## src/hdl/ssr_pkg.sv

```systemverilog
// ssr_pkg: shared types, widths and constants for the servo smootherstep ramp
// used by ssr_serial_mul, ssr_shape_eng and smootherstep_servo_ramp_unit
package ssr_pkg;

    localparam int ANGLE_W    = 14;
    localparam int RAMP_STEPS = 256;
    localparam int STEP_W     = $clog2(RAMP_STEPS + 2);
    localparam int REM_W      = $clog2(RAMP_STEPS);
    localparam int V_W        = 17;

    localparam logic [V_W-1:0]     V_INC     = V_W'(65536 / RAMP_STEPS);
    localparam logic [REM_W:0]     REM_INC   = (REM_W + 1)'(65536 % RAMP_STEPS);
    localparam logic [REM_W:0]     REM_MOD   = (REM_W + 1)'(RAMP_STEPS);
    localparam logic [STEP_W-1:0]  STEP_LAST = STEP_W'(RAMP_STEPS);

    localparam logic [ANGLE_W-1:0] HOME_ANGLE  = 14'd5760;
    localparam logic [ANGLE_W-1:0] RESET_MAX   = 14'd11520;
    localparam logic [ANGLE_W-1:0] RESET_MIN   = 14'd0;

    localparam int MUL_A_W   = 34;
    localparam int MUL_B_W   = 17;
    localparam int MUL_P_W   = MUL_A_W + MUL_B_W;
    localparam int MUL_CNT_W = $clog2(MUL_B_W + 1);

    localparam int QUAD_W  = 36;
    localparam int Q16_W   = 20;
    localparam int BLEND_W = 31;
    localparam logic [QUAD_W-1:0]  QUAD_C    = 36'hA_0000_0000;
    localparam logic [V_W-1:0]     ONE_Q16   = 17'h10000;
    localparam logic [BLEND_W-1:0] HALF_Q16  = 31'd32768;

    localparam logic OP_START = 1'b0;
    localparam logic OP_TICK  = 1'b1;

    localparam logic [0:0] CFG_MIN_ANGLE = 1'b0;
    localparam logic [0:0] CFG_MAX_ANGLE = 1'b1;

    typedef struct packed {
        logic               op;
        logic [ANGLE_W-1:0] target_angle;
    } t_in_item;

    typedef struct packed {
        logic [ANGLE_W-1:0] position;
        logic               done_res;
        logic               drive_strobe;
    } t_out_item;

    typedef struct packed {
        logic               start;
        logic [MUL_A_W-1:0] a;
        logic [MUL_B_W-1:0] b;
    } t_mul_req;

    typedef struct packed {
        logic               done;
        logic [MUL_P_W-1:0] prod;
    } t_mul_rsp;

    typedef struct packed {
        logic               start;
        logic [V_W-1:0]     v;
        logic [ANGLE_W-1:0] start_pos;
        logic [ANGLE_W-1:0] end_pos;
    } t_eng_req;

    typedef struct packed {
        logic               done;
        logic [ANGLE_W-1:0] position;
    } t_eng_rsp;

    typedef enum logic [1:0] {
        T_IDLE,
        T_LAUNCH,
        T_WAIT
    } t_top_state;

    typedef enum logic [2:0] {
        E_IDLE,
        E_SQ,
        E_QA,
        E_QB,
        E_CUBE,
        E_SMUL,
        E_BL1,
        E_BL2
    } t_eng_state;

endpackage

```

## src/hdl/ssr_serial_mul.sv

```systemverilog
// ssr_serial_mul: radix-2 shift-add multiplier, one multiplier bit per cycle
// depends on ssr_pkg
module ssr_serial_mul (
    input  logic              i_clk,
    input  logic              i_rst_n,
    input  ssr_pkg::t_mul_req i_req,
    output ssr_pkg::t_mul_rsp o_rsp
);

    logic [ssr_pkg::MUL_A_W-1:0]   r_a;
    logic [ssr_pkg::MUL_B_W-1:0]   r_b;
    logic [ssr_pkg::MUL_A_W-1:0]   r_h;
    logic [ssr_pkg::MUL_B_W-1:0]   r_l;
    logic [ssr_pkg::MUL_CNT_W-1:0] r_cnt;
    logic                          r_busy;
    logic                          r_done;
    logic [ssr_pkg::MUL_A_W:0]     sum;

    assign sum = {1'b0, r_h} + (r_b[0] ? {1'b0, r_a} : '0);

    always_ff @(posedge i_clk) begin
        if (!i_rst_n) begin
            r_busy <= 1'b0;
            r_done <= 1'b0;
            r_cnt  <= '0;
        end else begin
            r_done <= 1'b0;
            if (i_req.start) begin
                r_busy <= 1'b1;
                r_cnt  <= ssr_pkg::MUL_CNT_W'(ssr_pkg::MUL_B_W);
            end else if (r_busy) begin
                r_cnt <= r_cnt - 1'b1;
                if (r_cnt == ssr_pkg::MUL_CNT_W'(1)) begin
                    r_busy <= 1'b0;
                    r_done <= 1'b1;
                end
            end
        end
    end

    always_ff @(posedge i_clk) begin
        if (i_req.start) begin
            r_a <= i_req.a;
            r_b <= i_req.b;
            r_h <= '0;
            r_l <= '0;
        end else if (r_busy) begin
            r_h <= sum[ssr_pkg::MUL_A_W:1];
            r_l <= {sum[0], r_l[ssr_pkg::MUL_B_W-1:1]};
            r_b <= {1'b0, r_b[ssr_pkg::MUL_B_W-1:1]};
        end
    end

    assign o_rsp.done = r_done;
    assign o_rsp.prod = {r_h, r_l};

    a_start_idle: assert property (@(posedge i_clk) disable iff (!i_rst_n)
        i_req.start |-> !r_busy)
        else $error("multiply launched while busy");

    a_done_follows: assert property (@(posedge i_clk) disable iff (!i_rst_n)
        r_busy && !i_req.start && r_cnt == ssr_pkg::MUL_CNT_W'(1) |=> r_done)
        else $error("multiply finished without done");

    a_done_past_busy: assert property (@(posedge i_clk) disable iff (!i_rst_n)
        r_done |-> $past(r_busy) && !r_busy)
        else $error("done without a running multiply");

endmodule

```

## src/hdl/ssr_shape_eng.sv

```systemverilog
// ssr_shape_eng: smootherstep and angle blend sequenced over one serial multiplier
// depends on ssr_pkg and ssr_serial_mul
module ssr_shape_eng (
    input  logic              i_clk,
    input  logic              i_rst_n,
    input  ssr_pkg::t_eng_req i_req,
    output ssr_pkg::t_eng_rsp o_rsp
);

    ssr_pkg::t_eng_state r_state;
    ssr_pkg::t_eng_state n_state;
    ssr_pkg::t_mul_req   mul_req;
    ssr_pkg::t_mul_rsp   mul_rsp;

    logic [ssr_pkg::MUL_A_W-1:0] r_v2;
    logic [ssr_pkg::QUAD_W-1:0]  r_quad;
    logic [ssr_pkg::V_W+3:0]     r_t15;
    logic [ssr_pkg::V_W-1:0]     r_s;
    logic [ssr_pkg::BLEND_W-1:0] r_p1;
    logic [ssr_pkg::ANGLE_W-1:0] r_pos;
    logic                        r_done;

    logic [ssr_pkg::V_W+3:0]     s_raw;
    logic [ssr_pkg::V_W-1:0]     s_clip;
    logic [ssr_pkg::BLEND_W-1:0] acc;

    ssr_serial_mul u_mul (
        .i_clk   (i_clk),
        .i_rst_n (i_rst_n),
        .i_req   (mul_req),
        .o_rsp   (mul_rsp)
    );

    // s in Q1.16, saturated at one
    assign s_raw  = mul_rsp.prod[36:16];
    assign s_clip = (s_raw > {4'b0, ssr_pkg::ONE_Q16}) ? ssr_pkg::ONE_Q16
                                                        : s_raw[ssr_pkg::V_W-1:0];
    assign acc    = r_p1 + mul_rsp.prod[ssr_pkg::BLEND_W-1:0] + ssr_pkg::HALF_Q16;

    always_ff @(posedge i_clk) begin
        if (!i_rst_n) begin
            r_state <= ssr_pkg::E_IDLE;
        end else begin
            r_state <= n_state;
        end
    end

    always_comb begin
        n_state       = r_state;
        mul_req.start = 1'b0;
        mul_req.a     = '0;
        mul_req.b     = '0;
        unique case (r_state)
            ssr_pkg::E_IDLE: begin
                if (i_req.start) begin
                    mul_req.start = 1'b1;
                    mul_req.a     = {{(ssr_pkg::MUL_A_W - ssr_pkg::V_W){1'b0}}, i_req.v};
                    mul_req.b     = i_req.v;
                    n_state       = ssr_pkg::E_SQ;
                end
            end
            ssr_pkg::E_SQ: begin
                if (mul_rsp.done) begin
                    n_state = ssr_pkg::E_QA;
                end
            end
            ssr_pkg::E_QA: begin
                n_state = ssr_pkg::E_QB;
            end
            ssr_pkg::E_QB: begin
                mul_req.start = 1'b1;
                mul_req.a     = r_v2;
                mul_req.b     = i_req.v;
                n_state       = ssr_pkg::E_CUBE;
            end
            ssr_pkg::E_CUBE: begin
                if (mul_rsp.done) begin
                    mul_req.start = 1'b1;
                    mul_req.a     = {{(ssr_pkg::MUL_A_W - ssr_pkg::Q16_W){1'b0}},
                                     r_quad[ssr_pkg::QUAD_W-1:16]};
                    mul_req.b     = mul_rsp.prod[48:32];
                    n_state       = ssr_pkg::E_SMUL;
                end
            end
            ssr_pkg::E_SMUL: begin
                if (mul_rsp.done) begin
                    mul_req.start = 1'b1;
                    mul_req.a     = {{(ssr_pkg::MUL_A_W - ssr_pkg::ANGLE_W){1'b0}},
                                     i_req.end_pos};
                    mul_req.b     = s_clip;
                    n_state       = ssr_pkg::E_BL1;
                end
            end
            ssr_pkg::E_BL1: begin
                if (mul_rsp.done) begin
                    mul_req.start = 1'b1;
                    mul_req.a     = {{(ssr_pkg::MUL_A_W - ssr_pkg::ANGLE_W){1'b0}},
                                     i_req.start_pos};
                    mul_req.b     = ssr_pkg::ONE_Q16 - r_s;
                    n_state       = ssr_pkg::E_BL2;
                end
            end
            ssr_pkg::E_BL2: begin
                if (mul_rsp.done) begin
                    n_state = ssr_pkg::E_IDLE;
                end
            end
            default: begin
                n_state = ssr_pkg::E_IDLE;
            end
        endcase
    end

    always_ff @(posedge i_clk) begin
        if (!i_rst_n) begin
            r_done <= 1'b0;
        end else begin
            r_done <= (r_state == ssr_pkg::E_BL2) && mul_rsp.done;
        end
    end

    always_ff @(posedge i_clk) begin
        if (r_state == ssr_pkg::E_SQ && mul_rsp.done) begin
            r_v2 <= mul_rsp.prod[ssr_pkg::MUL_A_W-1:0];
        end
        // 6v^2 and 15v, then 6v^2 - 15v + 10 in Q.32
        if (r_state == ssr_pkg::E_QA) begin
            r_quad <= {r_v2, 2'b00} + {1'b0, r_v2, 1'b0};
            r_t15  <= {i_req.v, 4'b0000} - {4'b0000, i_req.v};
        end
        if (r_state == ssr_pkg::E_QB) begin
            r_quad <= r_quad + ssr_pkg::QUAD_C - {r_t15[ssr_pkg::Q16_W-1:0], 16'h0000};
        end
        if (r_state == ssr_pkg::E_SMUL && mul_rsp.done) begin
            r_s <= s_clip;
        end
        if (r_state == ssr_pkg::E_BL1 && mul_rsp.done) begin
            r_p1 <= mul_rsp.prod[ssr_pkg::BLEND_W-1:0];
        end
        if (r_state == ssr_pkg::E_BL2 && mul_rsp.done) begin
            r_pos <= acc[ssr_pkg::ANGLE_W+15:16];
        end
    end

    assign o_rsp.done     = r_done;
    assign o_rsp.position = r_pos;

endmodule

```

## src/hdl/smootherstep_servo_ramp_unit.sv

```systemverilog
// smootherstep_servo_ramp_unit: servo ramp top level, move state, handshakes, config
// depends on ssr_pkg and ssr_shape_eng
//
//  channel   direction  handshake                  payload
//  in        input      i_in_valid / o_in_ready    i_in_item  (ssr_pkg::t_in_item)
//  out       output     o_out_valid / i_out_ready  o_out_item (ssr_pkg::t_out_item)
//  cfg       input      i_cfg_we                   i_cfg_idx, i_cfg_data
//
// start items, idle ticks and ending ticks: result goes to the pending stage on accept, then out
// ticks of a running move: result from the engine after five serial multiplies in sequence
// plus sequencing; next item accepted once the unit is idle and the pending stage is empty
// one item in work at a time; a pending stage lets the next item in while out stalls
// reset is synchronous, active low, and puts the servo at ninety degrees, idle
module smootherstep_servo_ramp_unit (
    input  logic                        i_clk,
    input  logic                        i_rst_n,
    input  logic                        i_in_valid,
    output logic                        o_in_ready,
    input  ssr_pkg::t_in_item           i_in_item,
    output logic                        o_out_valid,
    input  logic                        i_out_ready,
    output ssr_pkg::t_out_item          o_out_item,
    input  logic                        i_cfg_we,
    input  logic [0:0]                  i_cfg_idx,
    input  logic [ssr_pkg::ANGLE_W-1:0] i_cfg_data
);

    ssr_pkg::t_top_state r_state;
    ssr_pkg::t_top_state n_state;

    logic [ssr_pkg::ANGLE_W-1:0] r_min;
    logic [ssr_pkg::ANGLE_W-1:0] r_max;
    logic [ssr_pkg::ANGLE_W-1:0] r_start_pos;
    logic [ssr_pkg::ANGLE_W-1:0] r_end_pos;
    logic [ssr_pkg::ANGLE_W-1:0] r_now_pos;
    logic [ssr_pkg::STEP_W-1:0]  r_step;
    logic [ssr_pkg::V_W-1:0]     r_v;
    logic [ssr_pkg::REM_W-1:0]   r_rem;
    logic                        r_finished;

    logic                        r_pend_valid;
    ssr_pkg::t_out_item          r_pend;
    logic                        r_out_valid;
    ssr_pkg::t_out_item          r_out;

    ssr_pkg::t_eng_req           eng_req;
    ssr_pkg::t_eng_rsp           eng_rsp;

    logic                        accept;
    logic                        is_start;
    logic                        calc_tick;
    logic                        end_tick;
    logic                        pend_load;
    logic                        pend_move;
    ssr_pkg::t_out_item          pend_data;
    logic [ssr_pkg::ANGLE_W-1:0] tgt_lo;
    logic [ssr_pkg::ANGLE_W-1:0] tgt_clamp;
    logic [ssr_pkg::REM_W:0]     rem_sum;
    logic                        rem_wrap;

    ssr_shape_eng u_eng (
        .i_clk   (i_clk),
        .i_rst_n (i_rst_n),
        .i_req   (eng_req),
        .o_rsp   (eng_rsp)
    );

    assign accept    = i_in_valid && o_in_ready;
    assign is_start  = (i_in_item.op == ssr_pkg::OP_START);
    assign calc_tick = accept && !is_start && !r_finished && (r_step < ssr_pkg::STEP_LAST);
    assign end_tick  = accept && !is_start && !r_finished && (r_step >= ssr_pkg::STEP_LAST);

    // max wins when the limits cross
    assign tgt_lo    = (i_in_item.target_angle < r_min) ? r_min : i_in_item.target_angle;
    assign tgt_clamp = (tgt_lo > r_max) ? r_max : tgt_lo;

    // v = floor(k * 65536 / steps) kept as quotient plus remainder
    assign rem_sum  = {1'b0, r_rem} + ssr_pkg::REM_INC;
    assign rem_wrap = (rem_sum >= ssr_pkg::REM_MOD);

    always_ff @(posedge i_clk) begin
        if (!i_rst_n) begin
            r_state <= ssr_pkg::T_IDLE;
        end else begin
            r_state <= n_state;
        end
    end

    always_comb begin
        n_state           = r_state;
        o_in_ready        = 1'b0;
        eng_req.start     = 1'b0;
        eng_req.v         = r_v;
        eng_req.start_pos = r_start_pos;
        eng_req.end_pos   = r_end_pos;
        unique case (r_state)
            ssr_pkg::T_IDLE: begin
                o_in_ready = !r_pend_valid;
                if (calc_tick) begin
                    n_state = ssr_pkg::T_LAUNCH;
                end
            end
            ssr_pkg::T_LAUNCH: begin
                eng_req.start = 1'b1;
                n_state       = ssr_pkg::T_WAIT;
            end
            ssr_pkg::T_WAIT: begin
                if (eng_rsp.done) begin
                    n_state = ssr_pkg::T_IDLE;
                end
            end
            default: begin
                n_state = ssr_pkg::T_IDLE;
            end
        endcase
    end

    always_comb begin
        pend_load = 1'b0;
        pend_data = '0;
        if (eng_rsp.done) begin
            pend_load = 1'b1;
            pend_data = '{position: eng_rsp.position, done_res: 1'b0, drive_strobe: 1'b1};
        end else if (accept && is_start) begin
            pend_load = 1'b1;
            pend_data = '{position: r_start_pos, done_res: 1'b0, drive_strobe: 1'b0};
        end else if (accept && !calc_tick) begin
            pend_load = 1'b1;
            pend_data = '{position: r_now_pos, done_res: 1'b1, drive_strobe: 1'b0};
        end
    end

    assign pend_move = r_pend_valid && (!r_out_valid || i_out_ready);

    always_ff @(posedge i_clk) begin
        if (!i_rst_n) begin
            r_min        <= ssr_pkg::RESET_MIN;
            r_max        <= ssr_pkg::RESET_MAX;
            r_start_pos  <= ssr_pkg::HOME_ANGLE;
            r_end_pos    <= ssr_pkg::HOME_ANGLE;
            r_now_pos    <= ssr_pkg::HOME_ANGLE;
            r_step       <= '0;
            r_v          <= '0;
            r_rem        <= '0;
            r_finished   <= 1'b1;
            r_pend_valid <= 1'b0;
            r_out_valid  <= 1'b0;
        end else begin
            if (i_cfg_we) begin
                if (i_cfg_idx == ssr_pkg::CFG_MIN_ANGLE) begin
                    r_min <= i_cfg_data;
                end else if (i_cfg_idx == ssr_pkg::CFG_MAX_ANGLE) begin
                    r_max <= i_cfg_data;
                end
            end

            if (accept && is_start) begin
                r_end_pos  <= tgt_clamp;
                r_step     <= '0;
                r_v        <= '0;
                r_rem      <= '0;
                r_finished <= 1'b0;
                r_now_pos  <= r_start_pos;
            end else if (end_tick) begin
                r_step      <= r_step + 1'b1;
                r_finished  <= 1'b1;
                r_start_pos <= r_now_pos;
            end else if (calc_tick) begin
                r_step <= r_step + 1'b1;
                r_v    <= r_v + ssr_pkg::V_INC + ssr_pkg::V_W'(rem_wrap);
                r_rem  <= rem_wrap ? rem_sum[ssr_pkg::REM_W-1:0] -
                                     ssr_pkg::REM_MOD[ssr_pkg::REM_W-1:0]
                                   : rem_sum[ssr_pkg::REM_W-1:0];
            end

            if (eng_rsp.done) begin
                r_now_pos <= eng_rsp.position;
            end

            if (pend_load) begin
                r_pend_valid <= 1'b1;
            end else if (pend_move) begin
                r_pend_valid <= 1'b0;
            end

            if (pend_move) begin
                r_out_valid <= 1'b1;
            end else if (i_out_ready) begin
                r_out_valid <= 1'b0;
            end
        end
    end

    always_ff @(posedge i_clk) begin
        if (pend_load) begin
            r_pend <= pend_data;
        end
        if (pend_move) begin
            r_out <= r_pend;
        end
    end

    assign o_out_valid = r_out_valid;
    assign o_out_item  = r_out;

    a_done_in_wait: assert property (@(posedge i_clk) disable iff (!i_rst_n)
        eng_rsp.done |-> r_state == ssr_pkg::T_WAIT && !r_pend_valid)
        else $error("ramp result arrived outside a running tick");

    a_busy_not_idle: assert property (@(posedge i_clk) disable iff (!i_rst_n)
        r_state != ssr_pkg::T_IDLE |-> !r_finished && r_step <= ssr_pkg::STEP_LAST)
        else $error("computing a tick with no move running");

    a_strobe_active: assert property (@(posedge i_clk) disable iff (!i_rst_n)
        r_out_valid |-> !(r_out.drive_strobe && r_out.done_res))
        else $error("strobe reported on an idle servo");

endmodule
```

## config.mk

```make
export PLATFORM = sky130hd
export DESIGN_NAME = smootherstep_servo_ramp_unit
export DESIGN_NICKNAME = d
export VERILOG_FILES = /design/src/hdl/ssr_pkg.sv /design/src/hdl/ssr_serial_mul.sv /design/src/hdl/ssr_shape_eng.sv /design/src/hdl/smootherstep_servo_ramp_unit.sv
export SDC_FILE = /design/constraint.sdc
export NUM_CORES = 1
export LEC_CHECK = 0
export BUFFER_PORTS_ARGS = -buffer_cell sky130_fd_sc_hd__buf_4
export CAP_MARGIN = 30
export CORE_ASPECT_RATIO = 0.6
export CORE_UTILIZATION = 45
export CTS_BUF_LIST = sky130_fd_sc_hd__clkbuf_4 sky130_fd_sc_hd__clkbuf_8
export DETAILED_ROUTE_END_ITERATION = 8
export SLEW_MARGIN = 25
export SYNTH_ARGS = -nofsm -noshare
export SYNTH_HDL_FRONTEND = slang
export SYNTH_SLANG_ARGS = --single-unit
```

## constraint.sdc

```tcl
create_clock -name i_clk -period 4.7 [get_ports i_clk]
set_input_delay 0.47 -clock i_clk [delete_from_list [all_inputs] [get_ports i_clk]]
set_output_delay 0.47 -clock i_clk [all_outputs]
set_load 0.05 [all_outputs]
```

==> impl_metrics.env <==
export IMPL_skew_ns=0.0306
export IMPL_io_buffers=52
export IMPL_worst_pin_slew_ns=1.04
export IMPL_vias=19018
export IMPL_min_period_ns=4.00
export IMPL_ys_seq_area_share_pct=42.5
export IMPL_p_leak_nw=10.6
export IMPL_power_density_nw_per_um2=321
export IMPL_finalMaxSlewViolations=0
export IMPL_slew_limit_headroom_pct=30.5
export IMPL_grt_pass1_wl_um=106000
export IMPL_cts_setup_buffers=0
export IMPL_hp_class="in -> reg"
export IMPL_critPathKind="reg -> reg"
export IMPL_antenna_found_initial=0
export IMPL_finalNetCount=2735
export IMPL_p_sw_mw=2.48
export IMPL_synthesis_nets=2679
export IMPL_arrival_ns=4.52
export IMPL_clockPowerShare_pct=35.8
export IMPL_postRouteAntennaNets=0
export IMPL_ctsHtreeMaxLevel=2
export IMPL_synth_area_um2=23200
export IMPL_comb_power_share_pct=17.2
export IMPL_hold_violations=0
export IMPL_coreArea_um2=50900
export IMPL_status="complete, no violations"
export IMPL_power_frac_seq_pct=47.0
export IMPL_cts_resized=0
export IMPL_synth_top_area_share_pct=29.1
export IMPL_start_util_pct=45.5
export IMPL_ys_top_cells_by_area="edfxtp_1, dfxtp_1, ha_1"
export IMPL_fp_dieW_um=295
export IMPL_cp_required_ns=5.21
export IMPL_cts_buffers=60
export IMPL_drt_pass1_iter_count=7
export IMPL_rsz0062_at_grt="false"
export IMPL_ys_top_cells_by_count="nand2_1, edfxtp_1, ha_1"
export IMPL_cts_hold_buffers=0
export IMPL_ys_async_sr_fraction_pct=0
export IMPL_start_kind="flip-flop"
export IMPL_grt_pass1_vias=17742
export IMPL_drt_total_wl_um=68200
export IMPL_path_clk_slew_ns=0.06
export IMPL_die_height_um=178
export IMPL_diodes=0
export IMPL_synth_top_area_cell="edfxtp_1"
export IMPL_place_gp_congestion=0.953
export IMPL_drc=0
export IMPL_post_route_period_util_pct=85.2
export IMPL_first_iter_violations=1764
export IMPL_hold_slack_ns=0.0481
export IMPL_grtUsageTotal_pct=26.1
export IMPL_ys_flop_type="edfxtp_1"
export IMPL_fmax_ghz=0.250
export IMPL_yosys_warnings=0
export IMPL_cap_violations=0
export IMPL_die_area_um2=52500
export IMPL_synth_edff_count=225
export IMPL_cts_tree="done"
export IMPL_intPower_mw=5.78
export IMPL_yosysMostFrequentCell="nand2_1"
export IMPL_drive_above_1_share_pct=9.16
export IMPL_setup_viol=0
export IMPL_end_kind="flip-flop"
export IMPL_rows=64
export IMPL_boundaryPins=53
export IMPL_drt_vias_per_instance=5.87
export IMPL_overflow=0
export IMPL_clk_path_buf_depth=3
export IMPL_insertion_delay_ns=0.66
export IMPL_tns_ns=0
export IMPL_syn_to_final_growth_pct=10.9
export IMPL_power_mw=8.25
export IMPL_ir_drop_mv=0.227
export IMPL_switching_share_pct=30.0
export IMPL_grt_max_degree=67
export IMPL_dp_hpwl_um=50800
export IMPL_synth_seq_cells=380
export IMPL_fin_util_pct=50.5
export IMPL_synth_cell_types=72
export IMPL_root_buffer="clkbuf_8"
export IMPL_cp_max_fo=24
export IMPL_syn_inst=2437
export IMPL_wl_per_cell_um=21.1
export IMPL_cts_sinks=380
export IMPL_syn_area_per_cell_um2=9.52
## per-stage QoR
step / instance area, µm² / instances / worst slack [ns]
6_report: 25700 / 3238 / 0.696
5_1_grt: 25700 / 3238 / 0.439
4_1_cts: 25700 / 3234 / 0.700
3_5_place_dp: 24500 / 3120 / 0.515
3_3_place_gp: 24500 / 3119 / 0.527
2_1_floorplan: 23200 / 2437 / 0.377
## flip-flops by register name (all words and copies together), names as in the netlist, 17 cells and up
name             flops
u_eng.r_quad        35
u_eng.r_v2          34
u_eng.u_mul.r_a     34
u_eng.u_mul.r_h     34
u_eng.r_p1          30
u_eng.r_s           17
u_eng.u_mul.r_b     17
u_eng.u_mul.r_l     17
## power groups by stage
stage                     clock network (mW)  registers (mW)  logic, mW
after detailed placement                   0            3.95       1.40
after global placement                     0            3.94       1.37
after floorplan                            0            3.91      0.923
final                                   2.95            3.88       1.42
after CTS                               3.00            3.87       1.41
after global routing                    3.15            3.89       1.57
## area by class of cell
cell class | count | area (µm²)
clock buffer | 81 | 996
clock inverter | 33 | 233
fill | 4718 | 25200
inverter | 126 | 473
multi-input combinational | 1821 | 12500
sequential | 380 | 9860
tap | 693 | 867
timing repair buffer | 104 | 798
## critical path, cell delays in order, from the launching register on
cell	delay, ns
dfxtp_1	0.37
inv_1	0.06
ha_1	0.29
a211o_1	0.28
or3_1	0.33
o2111a_1	0.38
o211ai_1	0.27
ha_1	0.28
a21o_1	0.18
a21o_1	0.18
a221o_1	0.35
a21oi_1	0.15
nor2_1	0.07
a21oi_2	0.15
buf_12	0.19
mux2i_1	0.20
o211ai_1	0.11
## routing by layer
layer | wire length [µm] | GRT usage [%] | share of wire, %
met1 | 36700 | 43.4 | 54
met2 | 25700 | 34.5 | 38
met3 | 4990 | 4.36 | 7.3
met4 | 837 | 4.21 | 1.2
met5 | 0 | 0 | 0
## logic make-up (layout without fill, tap and decap cells)
family / count (synthesis) / after routing / share of synthesized area [%]
fa+ha+maj: 207 / 207 / 11.2
simple gates: 780 / 780 / 15.6
mux: 55 / 55 / 2.38
buf+inv: 236 / 344 / 3.85
flops: 380 / 380 / 42.5
compound gates: 641 / 641 / 19.2
xor+xnor: 138 / 138 / 5.21
## cells in the final DEF (no fill, tap or decap), types with 14 or more instances in the layout
master,instances
a211oi_1,25
a21boi_0,41
a21o_1,65
a21oi_1,129
a221o_1,22
a221oi_1,14
a222oi_1,24
a22oi_1,23
a31oi_1,27
and2_1,62
and3_1,31
buf_4,99
clkbuf_4,19
clkbuf_8,62
dfxtp_1,154
edfxtp_1,225
ha_1,205
inv_1,125
mux2i_1,53
nand2_1,308
nand2b_1,21
nand3_1,40
nand4_1,22
nor2_1,188
nor2b_1,22
nor3_1,26
nor4_1,15
o211ai_1,52
o21a_1,21
o21ai_0,99
xnor2_1,87
xor2_1,51
## final timing paths
kind                                      end  slack, ns      startpoint  depth (start not counted)
worst min-delay path                r_max[10]       0.05  i_cfg_data[10]                          3
worst max-delay path            r_end_pos[10]       0.70       r_min[11]                         16
worst min register to register  o_out_item[8]       0.42       r_pend[8]                          0
worst max register to register  r_end_pos[10]       0.70       r_min[11]                         16
Power figures use the tool's default switching activity.
